--- src/apt_pkg.sv ---
package apt_pkg;

    localparam int MAX_MEMBERS = 16;
    localparam int ID_BITS     = 32;
    localparam int PERM_BITS   = 16;
    localparam int DATA_W      = 32;
    localparam int PADDR_W     = 3;
    localparam int IDX_W       = (MAX_MEMBERS > 1) ? $clog2(MAX_MEMBERS) : 1;
    localparam int CNT_W       = $clog2(MAX_MEMBERS + 1);
    localparam int QUEUE_DEPTH = 2;
    localparam int QPTR_W      = $clog2(QUEUE_DEPTH);
    localparam int QCNT_W      = $clog2(QUEUE_DEPTH + 1);

    // operation codes
    localparam logic [1:0] OP_GRANT  = 2'd0;
    localparam logic [1:0] OP_REVOKE = 2'd1;
    localparam logic [1:0] OP_CHECK  = 2'd2;
    localparam logic [1:0] OP_UNUSED = 2'd3;

    // register index of the owner id
    localparam logic [PADDR_W-1:0] ADDR_OWNER = '0;

    typedef struct packed {
        logic [1:0]           op;
        logic [ID_BITS-1:0]   client_id;
        logic [PERM_BITS-1:0] perm_mask;
    } apt_req_t;

    typedef struct packed {
        logic ok;
        logic table_full;
    } apt_rsp_t;

    // class of a request as decided in the front part
    typedef enum logic [1:0] {
        CLS_IGNORE,
        CLS_OWNER,
        CLS_OTHERS,
        CLS_MEMBER
    } apt_class_t;

    typedef struct packed {
        apt_class_t           cls;
        logic [1:0]           op;
        logic [ID_BITS-1:0]   client_id;
        logic [PERM_BITS-1:0] perm_mask;
    } apt_cmd_t;

    typedef enum logic {
        BK_IDLE,
        BK_SEARCH
    } apt_back_state_t;

endpackage

--- src/apt_front.sv ---
module apt_front (
    input  logic                   clk,
    input  logic                   rst_n,
    input  logic                   start,
    input  apt_pkg::apt_req_t      req,
    input  logic [apt_pkg::ID_BITS-1:0] owner_id,
    input  logic                   q_full,
    output logic                   busy,
    output logic                   push,
    output apt_pkg::apt_cmd_t      cmd
);

    logic              valid_reg;
    logic              valid_next;
    apt_pkg::apt_cmd_t cmd_reg;
    apt_pkg::apt_cmd_t cmd_next;
    logic              accept;

    assign busy   = valid_reg;
    assign accept = start && !valid_reg;
    assign push   = valid_reg && !q_full;
    assign cmd    = cmd_reg;

    // classify the incoming word
    always_comb
    begin
        cmd_next           = cmd_reg;
        cmd_next.op        = req.op;
        cmd_next.client_id = req.client_id;
        cmd_next.perm_mask = req.perm_mask;
        priority if (req.op == apt_pkg::OP_UNUSED)
        begin
            cmd_next.cls = apt_pkg::CLS_IGNORE;
        end
        else if (req.client_id == owner_id)
        begin
            cmd_next.cls = apt_pkg::CLS_OWNER;
        end
        else if (req.client_id == '0)
        begin
            cmd_next.cls = apt_pkg::CLS_OTHERS;
        end
        else
        begin
            cmd_next.cls = apt_pkg::CLS_MEMBER;
        end
    end

    // hold the word until the queue takes it
    always_comb
    begin
        valid_next = valid_reg;
        if (accept)
        begin
            valid_next = 1'b1;
        end
        else if (push)
        begin
            valid_next = 1'b0;
        end
    end

    always_ff @(posedge clk or negedge rst_n)
    begin
        if (!rst_n)
        begin
            valid_reg <= 1'b0;
        end
        else
        begin
            valid_reg <= valid_next;
        end
    end

    always_ff @(posedge clk)
    begin
        if (accept)
        begin
            cmd_reg <= cmd_next;
        end
    end

endmodule

--- src/apt_queue.sv ---
module apt_queue (
    input  logic              clk,
    input  logic              rst_n,
    input  logic              push,
    input  apt_pkg::apt_cmd_t push_cmd,
    input  logic              pop,
    output apt_pkg::apt_cmd_t head,
    output logic              full,
    output logic              empty
);

    apt_pkg::apt_cmd_t                slot_reg [apt_pkg::QUEUE_DEPTH];
    logic [apt_pkg::QPTR_W-1:0]       wr_ptr_reg;
    logic [apt_pkg::QPTR_W-1:0]       wr_ptr_next;
    logic [apt_pkg::QPTR_W-1:0]       rd_ptr_reg;
    logic [apt_pkg::QPTR_W-1:0]       rd_ptr_next;
    logic [apt_pkg::QCNT_W-1:0]       count_reg;
    logic [apt_pkg::QCNT_W-1:0]       count_next;

    assign full  = (count_reg == apt_pkg::QCNT_W'(apt_pkg::QUEUE_DEPTH));
    assign empty = (count_reg == '0);
    assign head  = slot_reg[rd_ptr_reg];

    // advance pointers and fill count
    always_comb
    begin
        wr_ptr_next = wr_ptr_reg;
        rd_ptr_next = rd_ptr_reg;
        count_next  = count_reg;
        if (push)
        begin
            wr_ptr_next = (wr_ptr_reg == apt_pkg::QPTR_W'(apt_pkg::QUEUE_DEPTH - 1))
                          ? '0 : wr_ptr_reg + 1'b1;
        end
        if (pop)
        begin
            rd_ptr_next = (rd_ptr_reg == apt_pkg::QPTR_W'(apt_pkg::QUEUE_DEPTH - 1))
                          ? '0 : rd_ptr_reg + 1'b1;
        end
        unique case ({push, pop})
            2'b10:   count_next = count_reg + 1'b1;
            2'b01:   count_next = count_reg - 1'b1;
            default: count_next = count_reg;
        endcase
    end

    always_ff @(posedge clk or negedge rst_n)
    begin
        if (!rst_n)
        begin
            wr_ptr_reg <= '0;
            rd_ptr_reg <= '0;
            count_reg  <= '0;
        end
        else
        begin
            wr_ptr_reg <= wr_ptr_next;
            rd_ptr_reg <= rd_ptr_next;
            count_reg  <= count_next;
        end
    end

    always_ff @(posedge clk)
    begin
        if (push)
        begin
            slot_reg[wr_ptr_reg] <= push_cmd;
        end
    end

    // the front never offers a word to a full queue, and the back never drains an empty one
    a_no_overflow: assert property (@(posedge clk) disable iff (!rst_n)
        full |-> !push)
        else $error("queue written while full");

    a_no_underflow: assert property (@(posedge clk) disable iff (!rst_n)
        empty |-> !pop)
        else $error("queue read while empty");

endmodule

--- src/apt_back.sv ---
module apt_back (
    input  logic              clk,
    input  logic              rst_n,
    input  logic              q_empty,
    input  apt_pkg::apt_cmd_t head,
    output logic              pop,
    output logic              done,
    output apt_pkg::apt_rsp_t rsp
);

    apt_pkg::apt_back_state_t        state_reg;
    apt_pkg::apt_back_state_t        state_next;
    apt_pkg::apt_cmd_t               cmd_reg;
    apt_pkg::apt_cmd_t               cmd_next;
    logic [apt_pkg::PERM_BITS-1:0]   others_reg;
    logic [apt_pkg::PERM_BITS-1:0]   others_next;
    logic [apt_pkg::CNT_W-1:0]       count_reg;
    logic [apt_pkg::CNT_W-1:0]       count_next;
    logic [apt_pkg::CNT_W-1:0]       idx_reg;
    logic [apt_pkg::CNT_W-1:0]       idx_next;
    logic                            rd_valid_reg;
    logic                            rd_valid_next;
    logic                            done_reg;
    logic                            done_next;
    apt_pkg::apt_rsp_t               rsp_reg;
    apt_pkg::apt_rsp_t               rsp_next;

    // member table
    logic [apt_pkg::ID_BITS-1:0]     client_mem [apt_pkg::MAX_MEMBERS];
    logic [apt_pkg::PERM_BITS-1:0]   mask_mem   [apt_pkg::MAX_MEMBERS];
    logic [apt_pkg::ID_BITS-1:0]     rd_client_reg;
    logic [apt_pkg::PERM_BITS-1:0]   rd_mask_reg;
    logic [apt_pkg::IDX_W-1:0]       cmp_idx_reg;
    logic                            rd_en;
    logic                            mem_we;
    logic [apt_pkg::IDX_W-1:0]       mem_waddr;
    logic [apt_pkg::PERM_BITS-1:0]   mem_wmask;

    logic                            hit;
    logic                            more;
    logic                            room;

    assign done = done_reg;
    assign rsp  = rsp_reg;

    assign hit  = rd_valid_reg && (rd_client_reg == cmd_reg.client_id);
    assign more = (idx_reg < count_reg);
    assign room = (count_reg < apt_pkg::CNT_W'(apt_pkg::MAX_MEMBERS));

    // take commands, walk the table one entry a cycle
    always_comb
    begin
        state_next    = state_reg;
        cmd_next      = cmd_reg;
        others_next   = others_reg;
        count_next    = count_reg;
        idx_next      = idx_reg;
        rd_valid_next = 1'b0;
        done_next     = 1'b0;
        rsp_next      = '0;
        pop           = 1'b0;
        rd_en         = 1'b0;
        mem_we        = 1'b0;
        mem_waddr     = cmp_idx_reg;
        mem_wmask     = rd_mask_reg;
        unique case (state_reg)
            apt_pkg::BK_IDLE:
            begin
                if (!q_empty)
                begin
                    pop      = 1'b1;
                    cmd_next = head;
                    unique case (head.cls)
                        apt_pkg::CLS_IGNORE:
                        begin
                            done_next = 1'b1;
                        end
                        apt_pkg::CLS_OWNER:
                        begin
                            done_next   = 1'b1;
                            rsp_next.ok = (head.op != apt_pkg::OP_REVOKE);
                        end
                        apt_pkg::CLS_OTHERS:
                        begin
                            done_next = 1'b1;
                            unique case (head.op)
                                apt_pkg::OP_GRANT:
                                begin
                                    others_next = others_reg | head.perm_mask;
                                    rsp_next.ok = 1'b1;
                                end
                                apt_pkg::OP_REVOKE:
                                begin
                                    others_next = others_reg & ~head.perm_mask;
                                    rsp_next.ok = 1'b1;
                                end
                                apt_pkg::OP_CHECK:
                                begin
                                    rsp_next.ok = |(others_reg & head.perm_mask);
                                end
                                default:
                                begin
                                    rsp_next.ok = 1'b0;
                                end
                            endcase
                        end
                        apt_pkg::CLS_MEMBER:
                        begin
                            idx_next   = '0;
                            state_next = apt_pkg::BK_SEARCH;
                        end
                        default:
                        begin
                            done_next = 1'b1;
                        end
                    endcase
                end
            end
            apt_pkg::BK_SEARCH:
            begin
                priority if (hit)
                begin
                    // answer from the matching entry, updating it on grant and revoke
                    done_next  = 1'b1;
                    state_next = apt_pkg::BK_IDLE;
                    unique case (cmd_reg.op)
                        apt_pkg::OP_GRANT:
                        begin
                            mem_we      = 1'b1;
                            mem_wmask   = rd_mask_reg | cmd_reg.perm_mask;
                            rsp_next.ok = 1'b1;
                        end
                        apt_pkg::OP_REVOKE:
                        begin
                            mem_we      = 1'b1;
                            mem_wmask   = rd_mask_reg & ~cmd_reg.perm_mask;
                            rsp_next.ok = 1'b1;
                        end
                        apt_pkg::OP_CHECK:
                        begin
                            rsp_next.ok = |(rd_mask_reg & cmd_reg.perm_mask);
                        end
                        default:
                        begin
                            rsp_next.ok = 1'b0;
                        end
                    endcase
                end
                else if (more)
                begin
                    rd_en         = 1'b1;
                    rd_valid_next = 1'b1;
                    idx_next      = idx_reg + 1'b1;
                end
                else
                begin
                    // no entry for this client
                    done_next  = 1'b1;
                    state_next = apt_pkg::BK_IDLE;
                    unique case (cmd_reg.op)
                        apt_pkg::OP_GRANT:
                        begin
                            if (room)
                            begin
                                mem_we      = 1'b1;
                                mem_waddr   = count_reg[apt_pkg::IDX_W-1:0];
                                mem_wmask   = cmd_reg.perm_mask;
                                count_next  = count_reg + 1'b1;
                                rsp_next.ok = 1'b1;
                            end
                            else
                            begin
                                rsp_next.table_full = 1'b1;
                            end
                        end
                        apt_pkg::OP_REVOKE:
                        begin
                            rsp_next.ok = 1'b1;
                        end
                        default:
                        begin
                            rsp_next.ok = 1'b0;
                        end
                    endcase
                end
            end
            default:
            begin
                state_next = apt_pkg::BK_IDLE;
            end
        endcase
    end

    always_ff @(posedge clk or negedge rst_n)
    begin
        if (!rst_n)
        begin
            state_reg    <= apt_pkg::BK_IDLE;
            others_reg   <= '0;
            count_reg    <= '0;
            idx_reg      <= '0;
            rd_valid_reg <= 1'b0;
            done_reg     <= 1'b0;
        end
        else
        begin
            state_reg    <= state_next;
            others_reg   <= others_next;
            count_reg    <= count_next;
            idx_reg      <= idx_next;
            rd_valid_reg <= rd_valid_next;
            done_reg     <= done_next;
        end
    end

    always_ff @(posedge clk)
    begin
        cmd_reg <= cmd_next;
        rsp_reg <= rsp_next;
    end

    // table write port and registered read port
    always_ff @(posedge clk)
    begin
        if (mem_we)
        begin
            client_mem[mem_waddr] <= cmd_reg.client_id;
            mask_mem[mem_waddr]   <= mem_wmask;
        end
        if (rd_en)
        begin
            rd_client_reg <= client_mem[idx_reg[apt_pkg::IDX_W-1:0]];
            rd_mask_reg   <= mask_mem[idx_reg[apt_pkg::IDX_W-1:0]];
            cmp_idx_reg   <= idx_reg[apt_pkg::IDX_W-1:0];
        end
    end

    a_count_bound: assert property (@(posedge clk) disable iff (!rst_n)
        count_reg <= apt_pkg::CNT_W'(apt_pkg::MAX_MEMBERS))
        else $error("member count beyond table size");

    a_full_not_ok: assert property (@(posedge clk) disable iff (!rst_n)
        done_reg && rsp_reg.table_full |-> !rsp_reg.ok)
        else $error("full table reported with success");

    a_search_no_pop: assert property (@(posedge clk) disable iff (!rst_n)
        (state_reg == apt_pkg::BK_SEARCH) |-> !pop)
        else $error("queue drained during a table search");

endmodule

--- src/access_permission_table_unit.sv ---
// Access permission table for one object.
// Request channel: drive req (op, client_id, perm_mask) with start; the word
// is taken at a rising edge where start is high and busy is low. busy rises
// after each accepted word and stays high until the word moves into the queue.
// Result channel: done is high for exactly one cycle with rsp (ok,
// table_full); the receiver cannot stall, so every result must be taken then.
// Flow: an owner, client zero or unused-op word passes the front register, a
// queue slot and the done register. A member word searches the table one entry
// per cycle through the registered read port and ends at a hit or after the
// last of count entries, count being the number of members (at most 16). Words
// queue up behind a search, up to two deep, and the front takes a new word
// once the previous one has moved into the queue, until the queue fills.
// Configuration: the owner id lies at APB byte address 0; pready is always
// high. The user must make writes only while no word is in flight; the block
// itself does not enforce this.
// Reset: clears the owner id, the shared mask, the member count and the
// queue; the member table needs no clearing since only counted entries are read.
module access_permission_table_unit (
    input  logic                          clk,
    input  logic                          rst_n,
    input  logic                          start,
    input  apt_pkg::apt_req_t             req,
    output logic                          busy,
    output logic                          done,
    output apt_pkg::apt_rsp_t             rsp,
    input  logic                          psel,
    input  logic                          penable,
    input  logic                          pwrite,
    input  logic [apt_pkg::PADDR_W-1:0]   paddr,
    input  logic [apt_pkg::DATA_W-1:0]    pwdata,
    output logic [apt_pkg::DATA_W-1:0]    prdata,
    output logic                          pready
);

    logic [apt_pkg::ID_BITS-1:0] owner_reg;
    logic [apt_pkg::ID_BITS-1:0] owner_next;
    logic                        owner_sel;
    logic                        cfg_write;

    logic                        q_push;
    logic                        q_pop;
    logic                        q_full;
    logic                        q_empty;
    apt_pkg::apt_cmd_t           front_cmd;
    apt_pkg::apt_cmd_t           q_head;

    assign pready    = 1'b1;
    assign owner_sel = (paddr[apt_pkg::PADDR_W-1:2] == apt_pkg::ADDR_OWNER[apt_pkg::PADDR_W-1:2]);
    assign cfg_write = psel && penable && pwrite && pready;

    // register file
    always_comb
    begin
        owner_next = owner_reg;
        if (cfg_write && owner_sel)
        begin
            owner_next = pwdata[apt_pkg::ID_BITS-1:0];
        end
    end

    always_comb
    begin
        prdata = '0;
        if (owner_sel)
        begin
            prdata = apt_pkg::DATA_W'(owner_reg);
        end
    end

    always_ff @(posedge clk or negedge rst_n)
    begin
        if (!rst_n)
        begin
            owner_reg <= '0;
        end
        else
        begin
            owner_reg <= owner_next;
        end
    end

    apt_front u_front (
        .clk      (clk),
        .rst_n    (rst_n),
        .start    (start),
        .req      (req),
        .owner_id (owner_reg),
        .q_full   (q_full),
        .busy     (busy),
        .push     (q_push),
        .cmd      (front_cmd)
    );

    apt_queue u_queue (
        .clk      (clk),
        .rst_n    (rst_n),
        .push     (q_push),
        .push_cmd (front_cmd),
        .pop      (q_pop),
        .head     (q_head),
        .full     (q_full),
        .empty    (q_empty)
    );

    apt_back u_back (
        .clk     (clk),
        .rst_n   (rst_n),
        .q_empty (q_empty),
        .head    (q_head),
        .pop     (q_pop),
        .done    (done),
        .rsp     (rsp)
    );

endmodule

--- config.mk ---
export PLATFORM = sky130hd
export DESIGN_NAME = access_permission_table_unit
export DESIGN_NICKNAME = d
export VERILOG_FILES = /design/src/apt_pkg.sv /design/src/apt_front.sv /design/src/apt_queue.sv /design/src/apt_back.sv /design/src/access_permission_table_unit.sv
export SDC_FILE = /design/constraint.sdc
export NUM_CORES = 1
export LEC_CHECK = 0
export BUFFER_PORTS_ARGS = -buffer_cell sky130_fd_sc_hd__buf_4
export CORE_MARGIN = 2
export CORE_UTILIZATION = 57
export DETAILED_ROUTE_END_ITERATION = 7
export PLACE_DENSITY = 0.83
export SYNTH_ARGS = -nofsm -noshare
export SYNTH_HDL_FRONTEND = slang
export SYNTH_SLANG_ARGS = --single-unit
--- constraint.sdc ---
create_clock -name clk -period 7.2 [get_ports clk]
set_input_delay 1.08 -clock clk [delete_from_list [all_inputs] [get_ports clk]]
set_output_delay 1.08 -clock clk [all_outputs]
set_load 0.03 [all_outputs]
==> results.sh, run 1 <==
export IMPL_arrival_ns=5.39
export IMPL_fin_worst_skew_ns=0.03020
export IMPL_fmax_ghz=0.1947
export IMPL_setup_viol=0
export IMPL_clkSinkCount=1094
export IMPL_rr_worst_depth=7
export IMPL_worstSetupPathDepth=7
export IMPL_fin_util_pct=65.10
export IMPL_largest_reg_flops=512
export IMPL_final_common_cell="edfxtp_1"
export IMPL_firstDrtPassIters=5
export IMPL_synth_seq_cells=1094
export IMPL_layout_setup_ws_ns=2.065
export IMPL_synth_area_um2=42010
export IMPL_yosysWarnings=0
export IMPL_cpPeakStageDelay_ns=0.89
export IMPL_drv_cap=0
export IMPL_status="completed"
export IMPL_async_reset_ff_share_pct=6.033
export IMPL_fin_cells=3134
export IMPL_rsz0062_at_grt="no"
export IMPL_grtUsageMet3_pct=4.472
export IMPL_grt_pass1_vias=21649
export IMPL_busiest_layer="met2"
export IMPL_die_area_um2=75890
export IMPL_slew_viol_final=0
export IMPL_rr_endpoint="u_back.client_mem[2][11]"
export IMPL_placedInstanceArea_um2=44440
export IMPL_clockBufferDepth=3
export IMPL_slew_headroom_pct=11.52
export IMPL_h_tree_depth=3
export IMPL_wire_per_inst_um=31.41
export IMPL_power_density_nw_per_um2=386.4
export IMPL_clk_latency_ns=0.66
export IMPL_synthCells=1922
export IMPL_post_cts_setup_buffers=0
export IMPL_worst_path_buf_inv=1
export IMPL_tns_ns=0
export IMPL_start_kind="flip-flop"
export IMPL_total_power_mw=18.35
export IMPL_ys_seq_area_share_pct=77.37
export IMPL_worstHoldPathType="reg2reg"
export IMPL_grtUsageMet1_pct=34.60
export IMPL_grt_start_max_net_pins=140
export IMPL_synth_edf_count=1026
export IMPL_vias=21100
export IMPL_area_growth_syn_to_layout_pct=13.07
export IMPL_cts_buffers=97
export IMPL_grt_antenna_before_repair=4
export IMPL_finalWirelength_um=98440
export IMPL_crit_end="u_back.client_mem[2][11]"
export IMPL_io_buffers=124
export IMPL_cts_resized=0
export IMPL_timing_hold_ws_ns=0.4452
export IMPL_dp_cells=2956
export IMPL_ant_nets=0
export IMPL_die_h_um=275.5
export IMPL_via_per_inst=6.733
export IMPL_synth_nets=2023
export IMPL_start_util_pct=57.58
export IMPL_ys_flop_type="edfxtp_1"
export IMPL_period_share_pct=71.32
export IMPL_drtIter0Drc=3059
export IMPL_dp_hpwl_um=50280
export IMPL_drive_above_1_share_pct=30.48
export IMPL_peakVddDrop_mv=0.3788
export IMPL_required_ns=7.46
export IMPL_r2r_slack_ns=2.06
export IMPL_hold_start="u_front.cmd[28]"
export IMPL_tritoncts="built"
export IMPL_rows=99
export IMPL_grt_use_total_pct=26.37
export IMPL_die_w_um=275.5
export IMPL_synth_distinct_cells=49
export IMPL_cp_top_family="simple AND/OR/NAND/NOR gates"
export IMPL_rr_startpoint="u_back.cmd_reg[34]"
export IMPL_synth_area_per_cell_um2=21.86
export IMPL_end_kind="flip-flop"
export IMPL_grt_overflow_total=0
export IMPL_gp_congestion=0.8567
export IMPL_diodes=0
export IMPL_final_area_um2=47500
export IMPL_nets=2198
export IMPL_grtUsageMet2_pct=44.89
export IMPL_drcViolationCount=0
export IMPL_ios=128
export IMPL_core_region_area_um2=72960
export IMPL_mostFrequentLayoutCells="1026 x edfxtp_1, 240 x mux4_2, 164 x buf_4"
export IMPL_cts_root_buf="clkbuf_16"
export IMPL_grt_pass1_wl_um=143500
export IMPL_total_leakage_power_nw=15.10
export IMPL_crit_start="u_back.cmd_reg[34]"
export IMPL_hold_violations=0
export IMPL_cts_hold_buf=0
export IMPL_slowest_stage="nor4_1"
export IMPL_crit_type="reg2reg"
export IMPL_cp_max_fo=39
export IMPL_dp_slack_ns=2.094
export IMPL_min_period_ns=5.135
export IMPL_worstPathCellList="xor2_1 -> nor4_1 -> nand4_1 -> nor3_4 -> nand4b_1 -> o22ai_4 -> buf_4"
export IMPL_clk_pin_slew_ns=0.07
export IMPL_worst_pin_slew_ns=1.327
report_power, final:
| group | switching (mW) | leakage (nW) | internal, mW |
|---|---|---|---|
| sequential | 0.880 | 10.1 | 8.67 |
| combinational | 2.25 | 3.46 | 1.52 |
| clock | 2.24 | 1.50 | 2.79 |
how the worst min path moves through the flow:
| stage | end | slack, ns | cells after the start |
|---|---|---|---|
| after global routing | u_queue.slot_reg[0][32] | 0.46 | 0 |
| after global placement | u_queue.slot_reg[0][47] | 0.42 | 0 |
| final | u_queue.slot_reg[1][28] | 0.45 | 0 |
| after detailed placement | u_queue.slot_reg[1][28] | 0.43 | 0 |
| after floorplan | u_queue.slot_reg[0][0] | 0.42 | 0 |
| after CTS | u_queue.slot_reg[1][49] | 0.45 | 0 |
worst reg2reg max path: stages (launching register included):
cell      delay (ns)
edfxtp_1        0.62
xor2_1          0.26
nor4_1          0.89
nand4_1         0.62
nor3_4          0.44
nand4b_1        0.51
o22ai_4         0.62
buf_4           0.75
synthesized netlist by cell type (all sizes together) (10+ instances only):
| master | n | area, um2 |
|---|---|---|
| edfxtp | 1026 | 30810 |
| mux4 | 240 | 5405 |
| mux2 | 82 | 923.4 |
| dfrtp | 66 | 1652 |
| clkbuf | 64 | 240.2 |
| xor2 | 63 | 551.8 |
| o21ai | 39 | 195.2 |
| a21oi | 36 | 180.2 |
| nor2b | 35 | 219.0 |
| nand2 | 32 | 120.1 |
| nor4 | 29 | 187.7 |
| buf | 28 | 132.6 |
| a41oi | 17 | 148.9 |
| o31ai | 16 | 120.1 |
| inv | 15 | 56.30 |
| o2bb2ai | 15 | 131.4 |
| ha | 10 | 125.1 |
| o22ai | 10 | 62.56 |
kinds of logic (layout without fill, tap and decap cells):
| kind of cell | count (synthesis) | in the layout | synth area share (%) |
|---|---|---|---|
| AOI/OAI and AO/OA | 164 | 164 | 2.624 |
| DFF | 1094 | 1094 | 77.37 |
| buffers and inverters | 107 | 360 | 1.022 |
| xor gates and xnor gates | 72 | 72 | 1.501 |
| other | 1 | 1 | 0.008927 |
| muxes | 328 | 328 | 15.21 |
| and+or+nand+nor | 146 | 146 | 1.972 |
| adders and majority gates | 10 | 10 | 0.2978 |
per-layer routing:
| layer | up-vias | share of wire [%] |
|---|---|---|
| met5 | - | 0.013 |
| met4 | 2 | 3.7 |
| met3 | 281 | 9.5 |
| met2 | 1518 | 52 |
| met1 | 10921 | 35 |
| li1 | 8378 | - |
cell type report:
type                            instances  area [um2]
Timing Repair Buffer                  168        1311
Fill cell                            4248       25460
Clock buffer                          126        2671
Multi-Input combinational cell        721        9365
Tap cell                              959        1200
Inverter                               15       57.56
Sequential cell                      1094       32510
Clock inverter                         51       379.1
(Power assumes the default switching activity.)
==> run 2, diff against run 1 <==
==> constraint.sdc (replaced) <==
create_clock -name clk -period 5.3 [get_ports clk]
set_input_delay 0.795 -clock clk [delete_from_list [all_inputs] [get_ports clk]]
set_output_delay 0.795 -clock clk [all_outputs]
set_load 0.03 [all_outputs]
==> run 2 against run 1 <==
  * Sequential share of layout area decreased by 0.69 points
  * Cell area grew 1.0%
  * Worst hold slack got worse by 0.17 ns
  * Register-to-register slack got worse by 1.5 ns
  * Sequential power increased by 37%
  * Fmax increased by 9.1%
  * Critical path type unchanged
  * Largest power group unchanged
==> results.sh, run 2 (synthesis results as in run 1) <==
export IMPL_status="completed"
export IMPL_cts_hold_buf=0
export IMPL_cts_buffers=98
export IMPL_cts_resized=0
export IMPL_io_buffers=124
export IMPL_fill_cells=4183
export IMPL_period_share_pct=88.85
export IMPL_via_per_inst=6.862
export IMPL_nets=2219
export IMPL_required_ns=5.59
export IMPL_core_region_area_um2=72960
export IMPL_ant_nets=0
export IMPL_grt_start_max_net_pins=160
export IMPL_total_leakage_power_nw=15.33
export IMPL_die_area_um2=75890
export IMPL_slowest_stage="nor4_1"
export IMPL_fin_worst_skew_ns=0.03705
export IMPL_hold_violations=0
export IMPL_die_h_um=275.5
export IMPL_grt_use_total_pct=27.98
export IMPL_arrival_ns=5.00
export IMPL_layout_setup_ws_ns=0.5911
export IMPL_wl_met3_um=11600
export IMPL_worst_pin_slew_ns=1.146
export IMPL_gp_congestion=0.8742
export IMPL_fmax_ghz=0.2124
export IMPL_rsz0062_at_grt="no"
export IMPL_cp_max_fo=28
export IMPL_ios=128
export IMPL_cpPeakStageDelay_ns=0.76
export IMPL_total_power_mw=25.61
export IMPL_min_period_ns=4.709
export IMPL_drtIter0Drc=3053
export IMPL_slew_headroom_pct=23.57
export IMPL_fin_util_pct=65.76
export IMPL_clk_latency_ns=0.67
export IMPL_grt_pass1_vias=22647
export IMPL_worstPathCellList="xor2_1 -> nor4_1 -> nand3_1 -> nor3_4 -> buf_4 -> nand4_1 -> o22ai_4 -> buf_4"
export IMPL_wire_per_inst_um=32.81
export IMPL_cts_root_buf="clkbuf_16"
export IMPL_die_w_um=275.5
export IMPL_clockBufferDepth=3
export IMPL_dp_hpwl_um=51050
export IMPL_grt_pass1_wl_um=151900
export IMPL_worstHoldPathType="in2async"
export IMPL_finalWirelength_um=103700
export IMPL_drcViolationCount=0
export IMPL_clkSinkCount=1094
export IMPL_regArea_um2=32510
export IMPL_rows=99
export IMPL_setup_viol=0
export IMPL_topRoutingLayerUsed="met4"
export IMPL_slew_viol_final=0
export IMPL_cp_common_cell="buf_4"
export IMPL_worst_path_buf_inv=2
export IMPL_grt_overflow_total=0
export IMPL_area_growth_syn_to_layout_pct=14.22
export IMPL_end_kind="flip-flop"
export IMPL_tns_ns=0
export IMPL_dp_slack_ns=0.9108
export IMPL_crit_type="reg2reg"
export IMPL_h_tree_depth=3
export IMPL_start_kind="flip-flop"
export IMPL_drive_above_1_share_pct=31.02
export IMPL_vias=21698
export IMPL_mostFrequentLayoutCells="1026 x edfxtp_1, 240 x mux4_2, 175 x buf_4"
export IMPL_tritoncts="built"
export IMPL_start_util_pct=57.58
export IMPL_power_density_nw_per_um2=533.7
export IMPL_wl_met2_um=51870
export IMPL_peakVddDrop_mv=0.5936
export IMPL_final_common_cell="edfxtp_1"
export IMPL_largest_reg_flops=512
export IMPL_cp_top_family="simple AND/OR/NAND/NOR gates"
export IMPL_wl_met1_um=34820
export IMPL_post_cts_setup_buffers=0
export IMPL_grt_antenna_before_repair=3
export IMPL_drv_cap=0
export IMPL_clk_pin_slew_ns=0.07
export IMPL_firstDrtPassIters=5
export IMPL_multi_input_area_um2=9360
run 2: cell types whose count changed in the layout (fill, tap and decap cells not counted), sizes merged:
cell | before | now
buf | 168 | 188
bufinv | 5 | 12
clkinvlp | 4 | 2
clkbuf | 126 | 127
diode | 0 | 1
inv | 16 | 17
run 2: through the flow:
stage               hold WS, ns  cells  cell area, um2
CTS                      0.2867   3161           47980
global route             0.2943   3161           47980
global placement         0.4221   2977           44710
detailed placement       0.4306   2977           44710
finish                   0.2711   3162           47980
floorplan                0.4215   1922           42010
run 2: report_power, final:
group	total, mW	internal [mW]	switching [mW]
sequential	13.1	11.8	1.30
clock	7.28	4.14	3.13
combinational	5.27	2.15	3.12
run 2: layout make-up:
| type | instances | share of cell area (%) |
|---|---|---|
| flip-flops and latches | 1094 | 67.77 |
| multi-input cells | 721 | 19.51 |
| well taps | 959 | 2.501 |
| diodes | 1 | 0.005215 |
| repair buffers | 188 | 3.280 |
| inverters | 15 | 0.1173 |
| clock buffers | 127 | 5.554 |
| clock inverters | 57 | 1.267 |
run 2: worst paths after layout:
path,from,to,slack (ns),depth (start not counted)
min in group clk,req[1],u_front.cmd[1],0.31,1
worst min-delay path,rst_n,u_back.state_reg,0.27,1
worst max-delay path,u_back.cmd_reg[27],u_back.client_mem[11][15],0.59,8
worst max register to register,u_back.cmd_reg[27],u_back.client_mem[11][15],0.59,8
worst min register to register,u_front.cmd[9],u_queue.slot_reg[1][9],0.44,0
max in group asynchronous,rst_n,u_back.idx_reg[2],4.35,1
run 2: routing by layer:
| metal | up-vias | global-route usage (%) |
|---|---|---|
| li1 | 8435 | - |
| met1 | 11086 | 35.89 |
| met2 | 1780 | 46.08 |
| met4 | 0 | 13.41 |
| met5 | - | 0 |
| met3 | 397 | 6.072 |
run 2: worst reg2reg max path, cell delays in order, from the launching register on:
cell      delay (ns)
edfxtp_1        0.63
xor2_1          0.26
nor4_1          0.76
nand3_1         0.47
nor3_4          0.42
buf_4           0.38
nand4_1         0.49
o22ai_4         0.37
buf_4           0.53
